--- config.mk ---
export PLATFORM = sky130hd
export DESIGN_NAME = rsa_ctrl
export DESIGN_NICKNAME = d
export VERILOG_FILES = /design/src/design/rsa_pkg.sv /design/src/design/rsa_ctrl.sv
export SDC_FILE = /design/constraint.sdc
export NUM_CORES = 1
export LEC_CHECK = 0
export ABC_AREA = 0
export BUFFER_PORTS_ARGS = -buffer_cell sky130_fd_sc_hd__buf_4
export CAP_MARGIN = 25
export CORE_AREA = 4 4 41 43
export DETAILED_ROUTE_END_ITERATION = 16
export DIE_AREA = 0 0 45 47
export GPL_TIMING_DRIVEN = 0
export HOLD_SLACK_MARGIN = 0.03
export PLACE_DENSITY = 0.45
export SKIP_LAST_GASP = 1
export SYNTH_ARGS = -nofsm -noshare
export SYNTH_HDL_FRONTEND = slang
export SYNTH_SLANG_ARGS = --single-unit
--- constraint.sdc ---
create_clock -name clk -period 1.4 [get_ports clk]
set_input_delay 0.42 -clock clk [delete_from_list [all_inputs] [get_ports clk]]
set_output_delay 0.42 -clock clk [all_outputs]
set_load 0.005 [all_outputs]
--- src/design/rsa_pkg.sv ---
// ----------------------------------------------------------------------------
// Rational sum accumulator package
// Shared constants, types and controller states.
// ----------------------------------------------------------------------------
package rsa_pkg;

	localparam int unsigned DataWidth = 32;
	localparam int unsigned DenWidth = 31;
	localparam int unsigned StatusWidth = 2;
	localparam int unsigned DefaultWidth = 32;

	localparam logic [StatusWidth-1:0] StatusOk = 2'd0;
	localparam logic [StatusWidth-1:0] StatusZeroDen = 2'd1;
	localparam logic [StatusWidth-1:0] StatusOverflow = 2'd2;

	typedef enum logic [3:0] {
		StIdle,
		StGcdA,
		StDivA,
		StMul,
		StSum,
		StGcdB,
		StDivB,
		StCommit,
		StOut
	} state_t;

	typedef struct packed {
		logic load;
		logic gcd_start;
		logic div_start;
		logic mul;
		logic sum;
		logic commit;
	} cmd_t;

	typedef struct packed {
		logic zero_den;
		logic gcd_done;
		logic div_done;
	} sts_t;

endpackage

--- src/design/rsa_ctrl.sv ---
// ----------------------------------------------------------------------------
// Rational sum accumulator controller
// Sequences the gcd, divide, multiply, sum and commit steps of one transaction.
// ----------------------------------------------------------------------------
module rsa_ctrl (
	input  logic clk,
	input  logic arst_n,
	input  logic in_valid,
	output logic in_ready,
	output logic out_valid,
	input  logic out_ready,
	output rsa_pkg::cmd_t cmd,
	input  rsa_pkg::sts_t sts
);
	import rsa_pkg::*;

	state_t state_q, state_d;

	always_ff @(posedge clk or negedge arst_n) begin
		if (!arst_n) begin
			state_q <= StIdle;
		end else begin
			state_q <= state_d;
		end
	end

	always_comb begin
		state_d = state_q;
		cmd = '0;
		in_ready = 1'b0;
		out_valid = 1'b0;
		case (state_q)
			StIdle: begin
				in_ready = 1'b1;
				if (in_valid) begin
					cmd.load = 1'b1;
					state_d = StGcdA;
				end
			end
			StGcdA: begin
				if (sts.zero_den) begin
					state_d = StOut;
				end else begin
					cmd.gcd_start = 1'b1;
					state_d = StDivA;
				end
			end
			StDivA: begin
				if (sts.gcd_done) begin
					cmd.div_start = 1'b1;
					state_d = StMul;
				end
			end
			StMul: begin
				if (sts.div_done) begin
					cmd.mul = 1'b1;
					state_d = StSum;
				end
			end
			StSum: begin
				cmd.sum = 1'b1;
				state_d = StGcdB;
			end
			StGcdB: begin
				cmd.gcd_start = 1'b1;
				state_d = StDivB;
			end
			StDivB: begin
				if (sts.gcd_done) begin
					cmd.div_start = 1'b1;
					state_d = StCommit;
				end
			end
			StCommit: begin
				if (sts.div_done) begin
					cmd.commit = 1'b1;
					state_d = StOut;
				end
			end
			StOut: begin
				out_valid = 1'b1;
				if (out_ready) begin
					state_d = StIdle;
				end
			end
			default: begin
				state_d = StIdle;
			end
		endcase
	end

	assert property (@(posedge clk) disable iff (!arst_n)
		cmd.commit |=> out_valid)
		else $error("commit not followed by a result");
	assert property (@(posedge clk) disable iff (!arst_n)
		!(in_ready && out_valid))
		else $error("input taken while a result waits");
	assert property (@(posedge clk) disable iff (!arst_n)
		(out_valid && !out_ready) |=> out_valid)
		else $error("result dropped");
endmodule

==> results.py, run 1 <==
metrics = {
    "run_status": {
        "status": "finished, violations left",
        "violations": "setup timing",
    },
    "place": {
        "io_buffers": 14,
        "dp_hpwl_um": 577,
        "gp_congestion": 0.700,
        "dpl.cell_count": 63,
    },
    "setup_path": {
        "cp_max_fo": 7,
        "cpPeakStageDelay_ns": 0.36,
        "worst_ep_required_time_ns": 0.98,
        "path_class": "flop to primary output",
        "rr_endpoint": "state_q[0]",
        "slowest_stage": "dfrtp_1",
        "rrSetupSlack_ns": 0.31,
        "rr_worst_depth": 3,
        "cp_num_buf_inv": 2,
        "arrival_ns": 1.23,
        "reg2reg_from": "state_q[1]",
        "crit_chain": "buf_6 -> nor4_4 -> and2_1 -> buf_4",
        "crit_family": "simple AND/OR/NAND/NOR gates",
        "cp-end-kind": "primary output",
        "critPathLaunchType": "flop",
    },
    "logic_synthesis": {
        "synth_common_cells": "dfrtp_1 (4), nor2_1 (3), nor2b_1 (3)",
        "postSynthCellCount": 34,
        "async_flop_share_pct": 100,
        "synth-warning-count": 0,
        "synth_edf_count": 0,
        "synth.largest_area_cell": "dfrtp_1",
        "ys_ff_latch": 4,
        "synth_most_common_cell": "dfrtp_1",
        "syn_nets": 41,
        "yosysSeqAreaShare_pct": 33.9,
        "synth_top_area_share_pct": 33.9,
        "syn_area_per_cell_um2": 8.68,
        "synthFlopType": "dfrtp_1",
        "synth_area_leaders": "dfrtp_1 (34%), nor2b_1 (6.4%), nor4b_2 (5.1%)",
        "ys_types": 23,
        "syn_area_um2": 295,
    },
    "routing": {
        "viasPerCell": 4.57,
        "ant_nets": 0,
        "first_pass_iters": 2,
        "vias": 329,
        "drt_iter0_markers": 4,
        "wire_per_inst_um": 12.0,
        "wl_um": 863,
        "drc": 0,
    },
    "power_and_ir_drop": {
        "leakagePower_nw": 0.252,
        "p_total_mw": 1.05,
        "peakVddDrop_uv": 736,
        "powerDensity_nw_per_um2": 1960,
    },
    "floorplan": {
        "initial_core_util_pct": 22.7,
        "core_um2": 1300,
        "dieArea_um2": 2120,
        "boundaryPins": 15,
        "die_w_um": 45,
        "rows": 13,
        "chipHeight_um": 47,
    },
    "layout": {
        "syn_to_final_growth_pct": 81.4,
        "drive_above_1_share_pct": 57.9,
        "final_cells": 72,
        "nNetsFinal": 66,
        "largest_register": "state_q",
        "largest_reg_flops": 4,
        "top_regs": "state_q (4)",
        "fin_util_pct": 41.2,
        "diodes": 0,
    },
    "min_path": {
        "min_path_type": "input port to flop",
        "min_to": "state_q[3]",
        "hold_depth": 3,
        "hp-start": "out_ready",
    },
    "global_routing": {
        "overflow": 0,
        "gr-usage-all-layers_pct": 9.75,
        "grt_pass1_wl_um": 1400,
        "grt_pass1_vias": 327,
        "grt_start_max_net_pins": 10,
        "antenna_found_initial": 0,
    },
    "timing": {
        "hold_viol_final": 0,
        "period_share_pct": 118,
        "finalSetupViolations": 8,
        "rsz0062_at_grt": "true",
        "fmax_mhz": 604,
        "slew_headroom_pct": 83.4,
        "fin_skew_ns": 0.00265,
        "layout_min_cycle_time_ns": 1.65,
        "slew_viol_final": 0,
        "tightest_slew_ns": 0.248,
        "layout_setup_ws_ns": -0.255,
    },
    "cts": {
        "root_buffer": "clkbuf_4",
        "numCtsBuffers": 3,
        "cts_sinks": 4,
        "clk_latency_ns": 0.23,
        "cts_max_level": 1,
        "path_clk_slew_ns": 0.04,
        "clock_path_buffers": 2,
        "tritoncts": "yes",
    },
    "flow_run": {
        "maxCapViolations": 0,
    },
}
## logic make-up after synthesis
| group | count (synthesis) | share of synthesized area, % |
|---|---|---|
| AND/OR/NAND/NOR | 20 | 43.6 |
| buffers and inverters | 4 | 9.32 |
| XOR/XNOR | 1 | 2.97 |
| flip-flops | 4 | 33.9 |
| AO/OA/AOI/OAI | 5 | 10.2 |
## worst max path at each step
stage | endpoint | slack, ns | cells after the start | start
floorplan | cmd[5] | 0.02 | 3 | state_q[1]
global placement | cmd[5] | -0.07 | 4 | state_q[1]
detailed placement | cmd[5] | -0.07 | 4 | state_q[1]
CTS | cmd[5] | -0.28 | 4 | state_q[0]
global route | cmd[5] | -0.32 | 4 | state_q[0]
finish | cmd[5] | -0.25 | 4 | state_q[0]
## per-stage QoR
step	hold WS, ns	setup slack, ns	instance area (um2)	setup TNS, ns
floorplan	0.124	0.0156	304	0
global placement	0.217	-0.0726	428	-0.0726
detailed placement	0.219	-0.0725	428	-0.0968
CTS	0.442	-0.280	504	-1.63
global route	0.479	-0.323	536	-2.26
finish	0.449	-0.255	536	-1.66
## cells in the final DEF (no fill, tap or decap), drive strengths merged, types with 2 or more instances in the layout
master  instances
dfrtp           4
nor2b           3
buf            22
nand2           2
o21ai           2
nand2b          2
nor3            3
nor2            3
clkbuf          3
## report_power, final
| group | switching, mW | total, mW | leakage, nW | internal, mW |
|---|---|---|---|---|
| Sequential | 0.0432 | 0.211 | 0.0499 | 0.168 |
| Combinational | 0.308 | 0.698 | 0.188 | 0.390 |
| Clock | 0.0455 | 0.141 | 0.0138 | 0.0958 |
| Total | 0.397 | 1.05 | 0.252 | 0.654 |
## layer usage
metal	GRT usage (%)	vias up	routed length [um]
met3	3.45	2	51
met2	14.7	14	424
li1	-	164	-
met5	0	-	0
met4	10.5	0	19
met1	10.1	149	367
## tightest hold or removal path, cell delays in order
cell	delay [ns]
buf_4	0.07
nand2b_1	0.08
o21ai_1	0.06
## layout make-up
class	count	area (um2)
inverters	1	3.75
fillers	143	766
multi-input cells	26	203
well taps	15	18.8
repair buffers	20	153
plain buffers	3	33.8
clock buffers	3	22.5
flip-flops and latches	4	101
## timing repair
item / CTS / global route
setup buffers: 4 / 1
endpoints found under the hold margin: 4 / 0
pin swaps: 3 / 2
hold buffers: 1 / 0
setup endpoints to repair: 8 / 8
gates resized for setup: 5 / 5
Power figures use the tool's default switching activity.
==> inputs of run 2 (changes only) <==
--- a/config.mk
+++ b/config.mk
@@ -13,7 +13,8 @@
 export DIE_AREA = 0 0 45 47
 export GPL_TIMING_DRIVEN = 0
 export HOLD_SLACK_MARGIN = 0.03
-export PLACE_DENSITY = 0.45
+export MAX_ROUTING_LAYER = met4
+export PLACE_DENSITY = 0.46
 export SKIP_LAST_GASP = 1
 export SYNTH_ARGS = -nofsm -noshare
 export SYNTH_HDL_FRONTEND = slang
==> constraint.sdc (replaced) <==
create_clock -name clk -period 1.35 [get_ports clk]
set_input_delay 0.405 -clock clk [delete_from_list [all_inputs] [get_ports clk]]
set_output_delay 0.405 -clock clk [all_outputs]
set_load 0.005 [all_outputs]
==> run 2 against run 1 <==
Net effect: the flow still finishes with violations (setup timing); design area decreased by 3.3%; via count grew 3.0%; critical path depth stayed put; non-clock buffer count unchanged; cell count is the same.
==> results.py, run 2 (synthesized netlist as in run 1, its figures left out) <==
metrics = {
    "cts": {
        "path_clk_slew_ns": 0.04,
        "root_buffer": "clkbuf_4",
        "tritoncts": "yes",
        "clock_path_buffers": 2,
        "numCtsBuffers": 3,
        "cts_sinks": 4,
        "cts_max_level": 1,
        "clk_latency_ns": 0.24,
    },
    "place": {
        "dp_hpwl_um": 581,
        "gp_congestion": 0.619,
        "io_buffers": 14,
        "placed_area_um2": 428,
    },
    "layout": {
        "final_cell_area_um2": 518,
        "largest_register": "state_q",
        "top_regs": "state_q (4)",
        "syn_to_final_growth_pct": 75.4,
        "largest_reg_flops": 4,
        "final_common_cell": "buf_4",
        "drive_above_1_share_pct": 54.4,
        "diodes": 0,
        "layout_common_cells": "buf_4 (20), nor2_1 (3), clkbuf_4 (3), dfrtp_1 (3)",
        "fill_cells": 146,
        "nNetsFinal": 66,
    },
    "routing": {
        "viasPerCell": 4.71,
        "ant_nets": 0,
        "first_pass_iters": 4,
        "wl_um": 835,
        "drc": 0,
        "wire_per_inst_um": 11.6,
        "drt_iter0_markers": 8,
        "vias": 339,
    },
    "setup_path": {
        "cp-end-kind": "primary output",
        "rr_worst_depth": 3,
        "path_class": "flop to primary output",
        "critPathLaunchType": "flop",
        "cp_max_fo": 7,
        "worst_ep_required_time_ns": 0.95,
        "arrival_ns": 1.23,
    },
    "floorplan": {
        "core_um2": 1300,
        "boundaryPins": 15,
        "chipHeight_um": 47,
        "dieArea_um2": 2120,
        "rows": 13,
        "initial_core_util_pct": 22.7,
        "die_w_um": 45,
    },
    "timing": {
        "period_share_pct": 121,
        "layout_setup_ws_ns": -0.288,
        "slew_viol_final": 0,
        "hold_viol_final": 0,
        "rsz0062_at_grt": "true",
        "tightest_slew_ns": 0.255,
        "fin_skew_ns": 0.000394,
        "slew_headroom_pct": 83.0,
        "fin_tns_setup_ns": -1.87,
        "layout_min_cycle_time_ns": 1.64,
        "fmax_mhz": 610,
        "finalSetupViolations": 8,
    },
    "min_path": {
        "hold_depth": 3,
        "min_path_type": "input port to flop",
    },
    "power_and_ir_drop": {
        "power_frac_comb_pct": 64.7,
        "powerDensity_nw_per_um2": 1990,
        "leakagePower_nw": 0.246,
        "peakVddDrop_uv": 759,
        "p_total_mw": 1.03,
        "switching_share_pct": 37.7,
        "p_int_mw": 0.641,
        "seqPwrFrac_pct": 20.9,
        "p_switching_mw": 0.388,
        "clockPowerShare_pct": 14.4,
    },
    "global_routing": {
        "grt_start_max_net_pins": 11,
        "grt_pass1_vias": 337,
        "gr-usage-all-layers_pct": 8.85,
        "antenna_found_initial": 0,
        "grt_pass1_wl_um": 1300,
        "overflow": 0,
    },
    "run_status": {
        "violations": "setup timing",
        "status": "finished, violations left",
    },
    "flow_run": {
        "maxCapViolations": 0,
    },
}
[run 2: layer usage]
| metal | global-route usage [%] | vias up | part of all wire (%) |
|---|---|---|---|
| li1 | - | 163 | - |
| met1 | 9.66 | 160 | 44 |
| met2 | 14.4 | 14 | 49 |
| met3 | 1.15 | 2 | 6.3 |
| met4 | 7.02 | 0 | 1.4 |
| met5 | - | - | 0 |
[run 2: area by class of cell]
type / instances / area, um2 / share of cell area, %
Multi-Input combinational cell: 26 / 189 / 36.5
Timing Repair Buffer: 20 / 153 / 29.5
Clock buffer: 3 / 22.5 / 4.35
Buffer: 3 / 30.0 / 5.80
Tap cell: 15 / 18.8 / 3.62
Inverter: 1 / 3.75 / 0.725
Sequential cell: 4 / 101 / 19.6
[run 2: path summary, 6_finish.rpt]
path                                 start    endpoint  slack (ns)
worst max-delay path            state_q[0]      cmd[5]       -0.29
worst max register to register  state_q[1]  state_q[0]        0.24
max in group asynchronous           arst_n  state_q[3]        0.74
worst min register to register  state_q[3]  state_q[0]        0.52
worst min-delay path             out_ready  state_q[3]        0.42
min in group asynchronous           arst_n  state_q[1]        0.50
[run 2: worst max-delay path, stage by stage, from the launching register on]
cell	delay [ns]
dfrtp_1	0.36
buf_6	0.14
nor4_4	0.25
and2_1	0.15
buf_4	0.10
[run 2: repair_timing]
item / 4_1_cts / 5_1_grt
setup buffers: 3 / 2
pin swaps: 2 / 1
setup endpoints to repair: 8 / 8
resized for setup: 4 / 2
endpoints found under the hold margin: 4 / 0
gates cloned: 0 / 0
hold buffers: 1 / 0
[run 2: power groups by stage]
stage	clock network [mW]	logic [mW]	registers, mW
after global routing	0.155	0.726	0.224
after detailed placement	0	0.536	0.214
after global placement	0	0.539	0.216
final	0.148	0.666	0.215
after CTS	0.151	0.628	0.216
after floorplan	0	0.359	0.205
[run 2: stage by stage]
step,utilization [%],setup slack (ns),hold WS [ns],instances
after floorplan,-,0.00972,0.109,34
after global placement,32.9,-0.0948,0.204,63
after detailed placement,32.9,-0.0954,0.204,63
after CTS,38.1,-0.299,0.425,70
after global routing,39.8,-0.343,0.442,72
final,39.8,-0.288,0.423,72
